`config.mk`:
```
export PLATFORM = sky130hd
export DESIGN_NAME = slfe_ctrl
export DESIGN_NICKNAME = d
export VERILOG_FILES = /design/src/design/slfe_pkg.sv /design/src/design/slfe_ctrl.sv
export SDC_FILE = /design/constraint.sdc
export NUM_CORES = 1
export LEC_CHECK = 0
export BUFFER_PORTS_ARGS = -buffer_cell sky130_fd_sc_hd__buf_2
export CORE_ASPECT_RATIO = 0.75
export CORE_UTILIZATION = 44
export DETAILED_ROUTE_END_ITERATION = 8
export PLACE_DENSITY = 0.8
export SLEW_MARGIN = 30
export SYNTH_ARGS = -nofsm -noshare
export SYNTH_HDL_FRONTEND = slang
export SYNTH_SLANG_ARGS = --single-unit
```
`constraint.sdc`:
```
create_clock -name aclk -period 1.9 [get_ports aclk]
set_clock_uncertainty 0.05 [all_clocks]
set_input_delay 0 -clock aclk [delete_from_list [all_inputs] [get_ports aclk]]
set_output_delay 0 -clock aclk [all_outputs]
set_load 0.01 [all_outputs]
```
`src/design/slfe_pkg.sv`:
```
// ----------------------------------------------------------------------------
// slfe_pkg
// Shared types, constants and pointer helpers for the sync/length deframer.
// ----------------------------------------------------------------------------
package slfe_pkg;

    // Ring geometry; any depth from 16 up to 1024 works, power of two or not
    localparam int RING_DEPTH = 1024;
    localparam int PTR_W      = $clog2(RING_DEPTH);

    // Field widths fixed by the interface
    localparam int BYTE_W = 8;
    localparam int LEN_W  = 10;
    localparam int FREE_W = 10;
    localparam int SIZE_W = 17;

    // Framing constants
    localparam logic [BYTE_W-1:0] SYNC_FIRST     = 8'hAA;
    localparam logic [BYTE_W-1:0] SYNC_SECOND    = 8'h55;
    localparam int                MIN_HELD       = 8;
    localparam int                FRAME_OVERHEAD = 6;
    localparam logic [LEN_W-1:0]  MAX_FRAME_RST  = 10'd256;

    // Command codes
    localparam logic CMD_FEED = 1'b0;
    localparam logic CMD_PULL = 1'b1;

    typedef logic [PTR_W-1:0] ptr_t;

    typedef struct packed {
        logic              command;
        logic [BYTE_W-1:0] data_byte;
    } in_t;

    typedef struct packed {
        logic              accepted;
        logic              frame_valid;
        logic [BYTE_W-1:0] frame_byte;
        logic [LEN_W-1:0]  frame_length;
        logic              first_of_frame;
        logic              last_of_frame;
        logic [FREE_W-1:0] free_space;
    } out_t;

    // Ring read address source
    typedef enum logic [2:0] {
        RD_RP   = 3'd0,
        RD_IDX  = 3'd1,
        RD_IDX1 = 3'd2,
        RD_IDX2 = 3'd3,
        RD_IDX3 = 3'd4
    } rd_sel_t;

    // What the closing step of an item does
    typedef enum logic [1:0] {
        KIND_FEED = 2'd0,
        KIND_BYTE = 2'd1,
        KIND_NONE = 2'd2
    } kind_t;

    // Controller to datapath commands
    typedef struct packed {
        logic    latch_item;
        logic    scan_init;
        logic    scan_advance;
        logic    rd_en;
        rd_sel_t rd_sel;
        logic    latch_len_lo;
        logic    latch_size;
        logic    start_frame;
        logic    commit;
        kind_t   kind;
    } ctl_t;

    // Datapath to controller status
    typedef struct packed {
        logic item_pull;
        logic in_frame;
        logic left_nz;
        logic avail_ge_min;
        logic byte_is_sync1;
        logic byte_is_sync2;
        logic size_over_max;
        logic size_over_avail;
        logic out_free;
    } sts_t;

    // Pointer plus a small offset, wrapped into the ring
    function automatic ptr_t ptr_add(ptr_t p, logic [1:0] k);
        logic [PTR_W:0] sum;
        sum = {1'b0, p} + (PTR_W+1)'(k);
        if (sum >= (PTR_W+1)'(RING_DEPTH)) begin
            sum = sum - (PTR_W+1)'(RING_DEPTH);
        end
        return sum[PTR_W-1:0];
    endfunction

    // Bytes held between read and write pointer
    function automatic ptr_t held_of(ptr_t rp, ptr_t wp);
        logic [PTR_W:0] diff;
        diff = {1'b0, wp} + (PTR_W+1)'(RING_DEPTH) - {1'b0, rp};
        if (diff >= (PTR_W+1)'(RING_DEPTH)) begin
            diff = diff - (PTR_W+1)'(RING_DEPTH);
        end
        return diff[PTR_W-1:0];
    endfunction

    // Free entries; one slot always stays empty
    function automatic ptr_t room_of(ptr_t rp, ptr_t wp);
        return ptr_t'(RING_DEPTH - 1) - held_of(rp, wp);
    endfunction

endpackage

```
`src/design/slfe_ctrl.sv`:
```
// ----------------------------------------------------------------------------
// slfe_ctrl
// Controller: sequences one transfer at a time through dispatch, the sync
// scan and the closing commit.
// ----------------------------------------------------------------------------
module slfe_ctrl (
    input  logic           aclk,
    input  logic           aresetn,
    input  logic           s_valid,
    output logic           s_ready,
    input  slfe_pkg::sts_t sts,
    output slfe_pkg::ctl_t ctl
);
    import slfe_pkg::*;

    typedef enum logic [8:0] {
        ST_IDLE     = 9'b000000001,
        ST_DISPATCH = 9'b000000010,
        ST_CAND     = 9'b000000100,
        ST_B0       = 9'b000001000,
        ST_B1       = 9'b000010000,
        ST_B2       = 9'b000100000,
        ST_B3       = 9'b001000000,
        ST_SIZE     = 9'b010000000,
        ST_FINISH   = 9'b100000000
    } state_t;

    state_t state_reg, state_next;
    kind_t  kind_reg, kind_next;

    assign s_ready = (state_reg == ST_IDLE);

    // Next state and commands
    always_comb begin
        state_next = state_reg;
        kind_next  = kind_reg;
        ctl        = '0;
        ctl.rd_sel = RD_RP;
        ctl.kind   = kind_reg;

        unique case (state_reg)
            ST_IDLE: begin
                if (s_valid) begin
                    ctl.latch_item = 1'b1;
                    state_next     = ST_DISPATCH;
                end
            end
            ST_DISPATCH: begin
                if (!sts.item_pull) begin
                    kind_next  = KIND_FEED;
                    state_next = ST_FINISH;
                end else if (sts.in_frame) begin
                    ctl.rd_en  = 1'b1;
                    ctl.rd_sel = RD_RP;
                    kind_next  = KIND_BYTE;
                    state_next = ST_FINISH;
                end else begin
                    ctl.scan_init = 1'b1;
                    state_next    = ST_CAND;
                end
            end
            ST_CAND: begin
                if (!sts.avail_ge_min) begin
                    kind_next  = KIND_NONE;
                    state_next = ST_FINISH;
                end else begin
                    ctl.rd_en  = 1'b1;
                    ctl.rd_sel = RD_IDX;
                    state_next = ST_B0;
                end
            end
            ST_B0: begin
                if (sts.byte_is_sync1) begin
                    ctl.rd_en  = 1'b1;
                    ctl.rd_sel = RD_IDX1;
                    state_next = ST_B1;
                end else begin
                    ctl.scan_advance = 1'b1;
                    state_next       = ST_CAND;
                end
            end
            ST_B1: begin
                if (sts.byte_is_sync2) begin
                    ctl.rd_en  = 1'b1;
                    ctl.rd_sel = RD_IDX2;
                    state_next = ST_B2;
                end else begin
                    ctl.scan_advance = 1'b1;
                    state_next       = ST_CAND;
                end
            end
            ST_B2: begin
                ctl.latch_len_lo = 1'b1;
                ctl.rd_en        = 1'b1;
                ctl.rd_sel       = RD_IDX3;
                state_next       = ST_B3;
            end
            ST_B3: begin
                ctl.latch_size = 1'b1;
                state_next     = ST_SIZE;
            end
            ST_SIZE: begin
                // Skip oversized headers, wait on incomplete frames, else start
                priority if (sts.size_over_max) begin
                    ctl.scan_advance = 1'b1;
                    state_next       = ST_CAND;
                end else if (sts.size_over_avail) begin
                    kind_next  = KIND_NONE;
                    state_next = ST_FINISH;
                end else begin
                    ctl.start_frame = 1'b1;
                    ctl.rd_en       = 1'b1;
                    ctl.rd_sel      = RD_IDX;
                    kind_next       = KIND_BYTE;
                    state_next      = ST_FINISH;
                end
            end
            ST_FINISH: begin
                // Hold until the result register can take the transfer
                if (sts.out_free) begin
                    ctl.commit = 1'b1;
                    state_next = ST_IDLE;
                end
            end
            default: begin
                state_next = ST_IDLE;
            end
        endcase
    end

    always_ff @(posedge aclk) begin
        if (!aresetn) begin
            state_reg <= ST_IDLE;
            kind_reg  <= KIND_NONE;
        end else begin
            state_reg <= state_next;
            kind_reg  <= kind_next;
        end
    end

endmodule

```
==> results list, run 1 <==
- Crit path kind: flop to output port
- The number of max-slew violations in the final report came to 0.
* Number of DRC markers after the initial detailed-route iteration: 32
* Warnings, synthesis: 0
- Sequential cells burn 45.1% of the power.
- Sequential cells were found to cover 27.6% of the synthesized design area.
- The tree is rooted in a sky130_fd_sc_hd__clkbuf_4.
- The synthesized netlist contains 42 unique library cells.
- Routed length per instance: 16.0 um
- Hold Crit Depth: 3
- Share of layout cells above drive strength 1: 41.9%
* Max VDD drop: 0.434 mV
- The congestion estimate from routability-driven global placement came to 0.908.
- The share of total power dissipated in combinational logic is 24.6%.
* Maximum count of clock buffers along a single path: 2
* Synth Area per Inst: 8.05 um^2
- Antenna violations before repair: 0
- Number of synthesized flops with an enable pin: 0
- Final core utilization: 69.3%
* Share of synthesized area spent on multiplexers: 2.51%
- Number of standard-cell rows in the floorplan: 12
- Worst Hold Class: input port to flop
- For this design the total switching power over the nets is 0.169 mW.
- CTS tree: built
- In this run the number of H-tree levels came out at 1.
* Post-Synthesis Net Count: 111
- Clock share of power: 30.4%
- In the global route stage, overall resource usage came out at 28.7%.
- P&R area growth vs syn: 38.3%
- Based on the critical path, the design can be clocked at up to 499 MHz.
- In this run the tool buffered the top-level ports with 24 buffer cells.
* Final clock period utilization by the worst path: 106%
* Number of search-and-repair iterations in the first detailed-routing pass: 4
- Adder and majority gate portion of the synthesized area: 0%
- Final hold violations: 0
* Critical Path Sink Type: output port
* Number of cell instances on the worst register-to-register path: 5
- For this run the aggregate overflow at the end of global routing stands at 0.
* Total of fill cells in the finished design: 145
* ANT cells: 0
- Counting flops and latches in the post-synthesis netlist gives 11.
* Cell breakdown of the critical path: or4_4, nor2_4, nand4b_1, or2_1, nand4_1, buf_2
- Max-cap violations in this run came to 0.
* Violated checks: negative setup slack
- During I/O placement, the number of pins put on the boundary was 26.
- STA classifies the critical path startpoint as a flop.
- Xor and xnor fraction of the mapped netlist area: 3.30%
- The via count of the first global-routing pass is 894.
- Synthesized-area fraction occupied by and/or/nand/nor cells: 45.1%
- Worst Path Max Fanout: 4
- DRC viols: 0
* Pin count of the biggest net entering global routing: 10
- For this design the static power due to leakage is 0.536 nW.
- Die W: 51.1 um
- Initial standard-cell utilization of the core: 50.1%
- Leaving out fill and tap cells, the most frequent cell in the layout is sky130_fd_sc_hd__buf_2.
- In the routed layout, each cell is associated on average with a via count of 6.20.
* Cts bufs inserted: 3
- In this run switching power makes up 30.4% of total power.
* Clock Sink Count: 11
- In this run the number of cells on the critical path is 6.
- Counting I/O delays and the setup requirement, the final critical path takes 2010 ps.
- Summed over all nets, the half-perimeter wirelength after detailed placement is 1860 um.
- At the pin with the least slew margin, the transition time is 327 ps.
* Async set-or-reset flop fraction in the synthesized netlist: 0%
- Total power per unit cell area: 504 mW/mm^2
- The library cells used most frequently in the layout, excluding fill and tap cells, are sky130_fd_sc_hd__buf_2, sky130_fd_sc_hd__buf_4, sky130_fd_sc_hd__nor2_1, sky130_fd_sc_hd__dfxtp_1.
- Counting every instance in the synthesized netlist gives 99.
* Flip-flop count of the largest register, all copies and words added: 9
- Endpoint arrival time on the critical path: 1960 ps
- Clock-pin slew was measured on the worst setup and hold paths at 70 ps.
- Total power after layout: 0.555 mW
- Cell with the largest stage delay on the worst path: sky130_fd_sc_hd__or4_4
- The clock reaches the later pin of the worst-skew pair after 270 ps.
- Die height: 38.9 um
- At the worst endpoint, the required time is 1850 ps.
- By area, the combinational part of the netlist is dominated by simple AND/OR/NAND/NOR gates.
- The synthesized netlist devotes 16.2% of its cell area to compound gates.
* Nets: 149
- In this design, the largest share of critical-path delay is due to simple AND/OR/NAND/NOR gates.
* Prevailing post-synth register cell: sky130_fd_sc_hd__dfxtp_1
- Count of buffering cells on the critical path with inverters included: 1
- Setup violations remaining at the end of the flow were counted as 3.
* Pre-CTS setup slack: 59.9 ps
- Across all layers, the routed design uses 974 vias.
- Worst slew margin relative to its limit: 77.9%
- Result of the run: finished with violations
* Internal power: 0.387 mW
* Post-layout worst setup margin: -105 ps
- Die Area: 0.00199 mm^2
- The synthesized netlist occupies a cell area of 797 um^2.
* Final antenna-violating net count: 0
- The first global-routing pass estimated 4020 um of wire.
* Area of the placeable core: 0.00159 mm^2
- Crit path largest cell delay: 590 ps
- Setup repair after global routing missed its margin: yes
* Wire length reported by the detailed router: 2520 um
## cell usage after synthesis (2+ instances only)
cell                        n  area share, %
sky130_fd_sc_hd__and4_1     2            2.2
sky130_fd_sc_hd__a21oi_1    2            1.3
sky130_fd_sc_hd__nor3_1     2            1.3
sky130_fd_sc_hd__nor4b_1    2            2.2
sky130_fd_sc_hd__and2_1     2            1.6
sky130_fd_sc_hd__inv_1      3            1.4
sky130_fd_sc_hd__o21ai_0    7            4.4
sky130_fd_sc_hd__and3_1     4            3.1
sky130_fd_sc_hd__xor2_1     2            2.2
sky130_fd_sc_hd__a22oi_1    3            2.8
sky130_fd_sc_hd__nand2b_1   3            2.4
sky130_fd_sc_hd__nor3b_1    2            1.9
sky130_fd_sc_hd__dfxtp_1   11             28
sky130_fd_sc_hd__mux2i_1    2            2.5
sky130_fd_sc_hd__clkbuf_1   4            1.9
sky130_fd_sc_hd__nand4_1    4            3.1
sky130_fd_sc_hd__and4b_1    2            2.5
sky130_fd_sc_hd__nor2_1    12            5.7
sky130_fd_sc_hd__nand2_1    7            3.3
## worst register-to-register path, delay by kind of cell, from the launching register on
kind,cells,cell delay [ps]
flops,1,320
simple gates,3,920
compound gates,1,250
mux,1,210
## final cells by class
type	count	area [um^2]	share of cell area (%)
clock buffers	4	26.3	2.38
inverters	3	11.3	1.02
multi-input cells	79	578	52.4
flip-flops and latches	11	223	20.2
well taps	21	26.3	2.38
repair buffers	39	238	21.6
## logic make-up after synthesis
kind of cell	after synthesis
simple gates	55
compound gates	19
flops	11
buf+inv	9
xor+xnor	3
mux	2
## power by group through the flow
stage          Clock (mW)  Combinational (mW)  Sequential [mW]
2_1_floorplan           0              0.0735            0.251
3_3_place_gp            0               0.115            0.254
3_5_place_dp            0               0.120            0.255
4_1_cts             0.171               0.126            0.250
5_1_grt             0.189               0.150            0.251
6_report            0.169               0.136            0.250
## stage by stage
step / TNS [ps] / hold slack [ps] / instance area [um^2] / cells
global placement: 0 / 197 / 995 / 149
floorplan: 0 / 6.86 / 797 / 99
finish: -185 / 4.81 / 1100 / 157
global route: -631 / 5.65 / 1100 / 157
CTS: -117 / 7.89 / 1080 / 157
detailed placement: 0 / 214 / 995 / 149
## routing by layer
layer | up-vias | track usage, % | part of all wire [%] | wire (um)
met4 | 0 | 9.72 | 0.56 | 14
li1 | 439 | - | - | -
met1 | 463 | 32.9 | 40 | 1000
met5 | - | 0 | 0 | 0
met2 | 70 | 51.6 | 48 | 1210
met3 | 2 | 8.24 | 12 | 294
## timing repair
item / in CTS / in global routing
pin swaps: 3 / 3
hold buffers: 2 / 0
setup buffers: 2 / 0
endpoints found under the hold margin: 3 / 0
gates resized for setup: 5 / 6
endpoints found under the setup margin: 5 / 11
## worst paths after layout
path | start | to | slack, ps
min | sts[3] | state_reg[5] | 5
max reg2reg | state_reg[5] | kind_reg[0] | 40
min reg2reg | kind_reg[1] | kind_reg[1] | 450
max | state_reg[5] | ctl[9] | -110
(Power assumes the default switching activity.)
==> inputs of run 2 (changes only) <==
clock period = 1.6 ns   (was 1.9 ns; I/O delays follow)
==> run 2 against run 1 <==
- the run still ends with negative setup slack left
- combinational power is 110% higher
- clock power rose by 18%
- cell count rose by 17%
- highest routed layer unchanged
- sequential share of layout area shrank 4.3 points
- via count is 19% higher
- first-iteration DRC count up 130%
- critical endpoint unchanged
==> results list, run 2 (synthesis results as in run 1) <==
- P&R area growth vs syn: 81.3%
- Worst Hold Class: input port to flop
- Critical Path Sink Type: output port
- In this run the number of H-tree levels came out at 1.
- Via-to-Cell Ratio: 6.33
- Max cap viols: 0
- Post-route worst hold slack: 51.0 ps
- Detailed Place HPWL: 1920 um
* Actual transition at the worst max-transition pin: 422 ps
- Later-pin clock latency in the skew report: 270 ps
* Number of global-route vias before repair: 1071
- Pin count of the biggest net entering global routing: 10
* Final hold violations: 0
- Die W: 51.1 um
- Worst endpoint required time: 1550 ps
- Setup violations remaining at the end of the flow were counted as 21.
- The first global-routing pass estimated 5150 um of wire.
* Final antenna-violating net count: 0
- The initial antenna violation count came to 0.
- The slowest stage of the critical path belongs to the cell sky130_fd_sc_hd__or4_4.
- CTS root buffer: sky130_fd_sc_hd__clkbuf_4
- Finished Layout Cells: 183
- Number of max-slew violations in the final report: 0
- Routed length per instance: 20.1 um
- F_max: 469 MHz
- The worst register-to-register path has a depth of 7.
* Result of the run: finished with violations
- TritonCTS built the clock tree.
- The share of total power dissipated in the clock network is 25.8%.
- STA classifies the critical path startpoint as a flop.
* Final worst path period need: 2130 ps
* Die height: 38.9 um
* Number of DRC markers after the initial detailed-route iteration: 74
* Hold Crit Depth: 4
* Clock Sink Count: 11
- Summed over all cells, the static leakage comes to 0.706 nW.
- In this run the worst path has a maximum fanout of 4.
* Num ports: 26
* Switching fraction of total power: 32.4%
- Max VDD drop: 0.600 mV
- Cts bufs inserted: 3
* Worst hold endpoint: state_reg[8]
- DRC viols: 0
- For this design the total switching power over the nets is 0.251 mW.
- The clock passes through at most 2 buffers.
* Area of the placeable core: 0.00159 mm^2
* Count of buffers inserted at the top-level ports: 24
- Worst slew margin relative to its limit: 71.8%
* Flip-flop count of the largest register, all copies and words added: 9
* Final clock period utilization by the worst path: 133%
* Number of search-and-repair iterations in the first detailed-routing pass: 6
- For the final routed database, the setup TNS stands at -5760 ps.
- Via count: 1158
- Clock transition at the register clock pins on the worst setup and hold paths after CTS: 80 ps
* Residual overflow from global routing: 0
- The layout has 77 filler cells.
* Most used cells in the layout excluding fill and tap cells: sky130_fd_sc_hd__buf_4, sky130_fd_sc_hd__buf_2, sky130_fd_sc_hd__buf_6, sky130_fd_sc_hd__nor2_1
- Counting tap cells, the placed design contains a total of 158 instances.
- The initialized floorplan defines 12 standard-cell rows.
- Crit path kind: flop to output port
- The congestion estimate from routability-driven global placement came to 0.928.
- The setup check on the worst reg-to-reg path leaves a slack of -370 ps.
- Share of layout cells above drive strength 1: 58.0%
* Die Area: 0.00199 mm^2
- In this run the most critical hold path is launched from sts[0].
* Cell breakdown of the critical path: or4_4, nor2_4, nand4b_1, or2_4, nand4_1, buf_2
* Internal power: 0.525 mW
* RR Endpoint: state_reg[4]
- The initial utilization of the core area, before any placement, comes to 50.1%.
* R2R Path Start: state_reg[6]
* Most common cell after layout, fill and taps aside: sky130_fd_sc_hd__buf_4
- For this block, the routed nets add up to 3680 um of wire.
* Crit path largest cell delay: 580 ps
* ANT cells: 0
* Post-layout worst setup margin: -534 ps
- At the worst endpoint, the arrival time is 2080 ps.
- Of the total power, combinational logic draws 36.3%.
- For this design the ratio of total power to cell area is 537 mW/mm^2.
- The final reports fail on negative setup slack.
- Sequential cells burn 38.0% of the power.
- Setup repair after global routing missed its margin: yes
- Global routing usage summed across all routing layers: 37.7%
* Nets: 175
[run 2: cell count changes in the layout (fill, tap and decap cells not counted), sizes merged]
cell,change
clkinv,+1
clkbuf,-1
buf,+26
[run 2: area by class of cell]
cell class,instances,area [um^2],area share [%]
clock buffers,3,22.5,1.56
multi-input cells,79,667,46.1
repair buffers,65,483,33.4
clock inverters,1,5.00,0.346
well taps,21,26.3,1.82
flip-flops and latches,11,230,15.9
inverters,3,11.3,0.779
[run 2: worst max-delay path by stage]
stage | endpoint | cells past startpoint | slack [ps] | startpoint
floorplan | kind_reg[0] | 6 | -260 | state_reg[5]
global placement | kind_reg[0] | 5 | -140 | state_reg[5]
detailed placement | kind_reg[0] | 5 | -270 | state_reg[5]
CTS | ctl[9] | 6 | -340 | state_reg[5]
global route | ctl[9] | 6 | -540 | state_reg[6]
finish | ctl[9] | 6 | -530 | state_reg[6]
[run 2: metrics by stage]
step | power (mW) | utilization (%) | setup WS, ps | cell area [um^2]
global placement | 0.465 | 68.9 | -143 | 1100
CTS | 0.732 | 85.1 | -342 | 1360
finish | 0.776 | 90.8 | -534 | 1450
global route | 0.810 | 90.8 | -539 | 1450
detailed placement | 0.471 | 68.9 | -273 | 1100
floorplan | 0.392 | - | -261 | 840
[run 2: repair_timing]
action	CTS	global route
hold buffers	2	0
resized for setup	25	13
endpoints found under the setup margin	21	22
pin swaps	7	8
hold endpoints to repair	3	0
setup buffers	15	8
[run 2: critical path, delay by kind of cell, from the launching register on]
family | cells | cell delay, ps
buffers and inverters | 1 | 150
DFF | 1 | 330
and+or+nand+nor | 5 | 1330
[run 2: power groups by stage]
stage / clock network [mW] / registers (mW) / logic [mW]
detailed placement: 0 / 0.298 / 0.173
global placement: 0 / 0.298 / 0.167
finish: 0.200 / 0.295 / 0.282
floorplan: 0 / 0.298 / 0.0940
global route: 0.220 / 0.296 / 0.294
CTS: 0.201 / 0.294 / 0.236
[run 2: per-layer routing]
| layer | vias to the layer above | wire length (um) | GRT usage [%] |
|---|---|---|---|
| met1 | 527 | 1410 | 41.6 |
| met3 | 31 | 454 | 7.84 |
| met5 | - | 0 | 0 |
| met2 | 105 | 1680 | 70.7 |
| li1 | 495 | - | - |
| met4 | 0 | 142 | 16.7 |
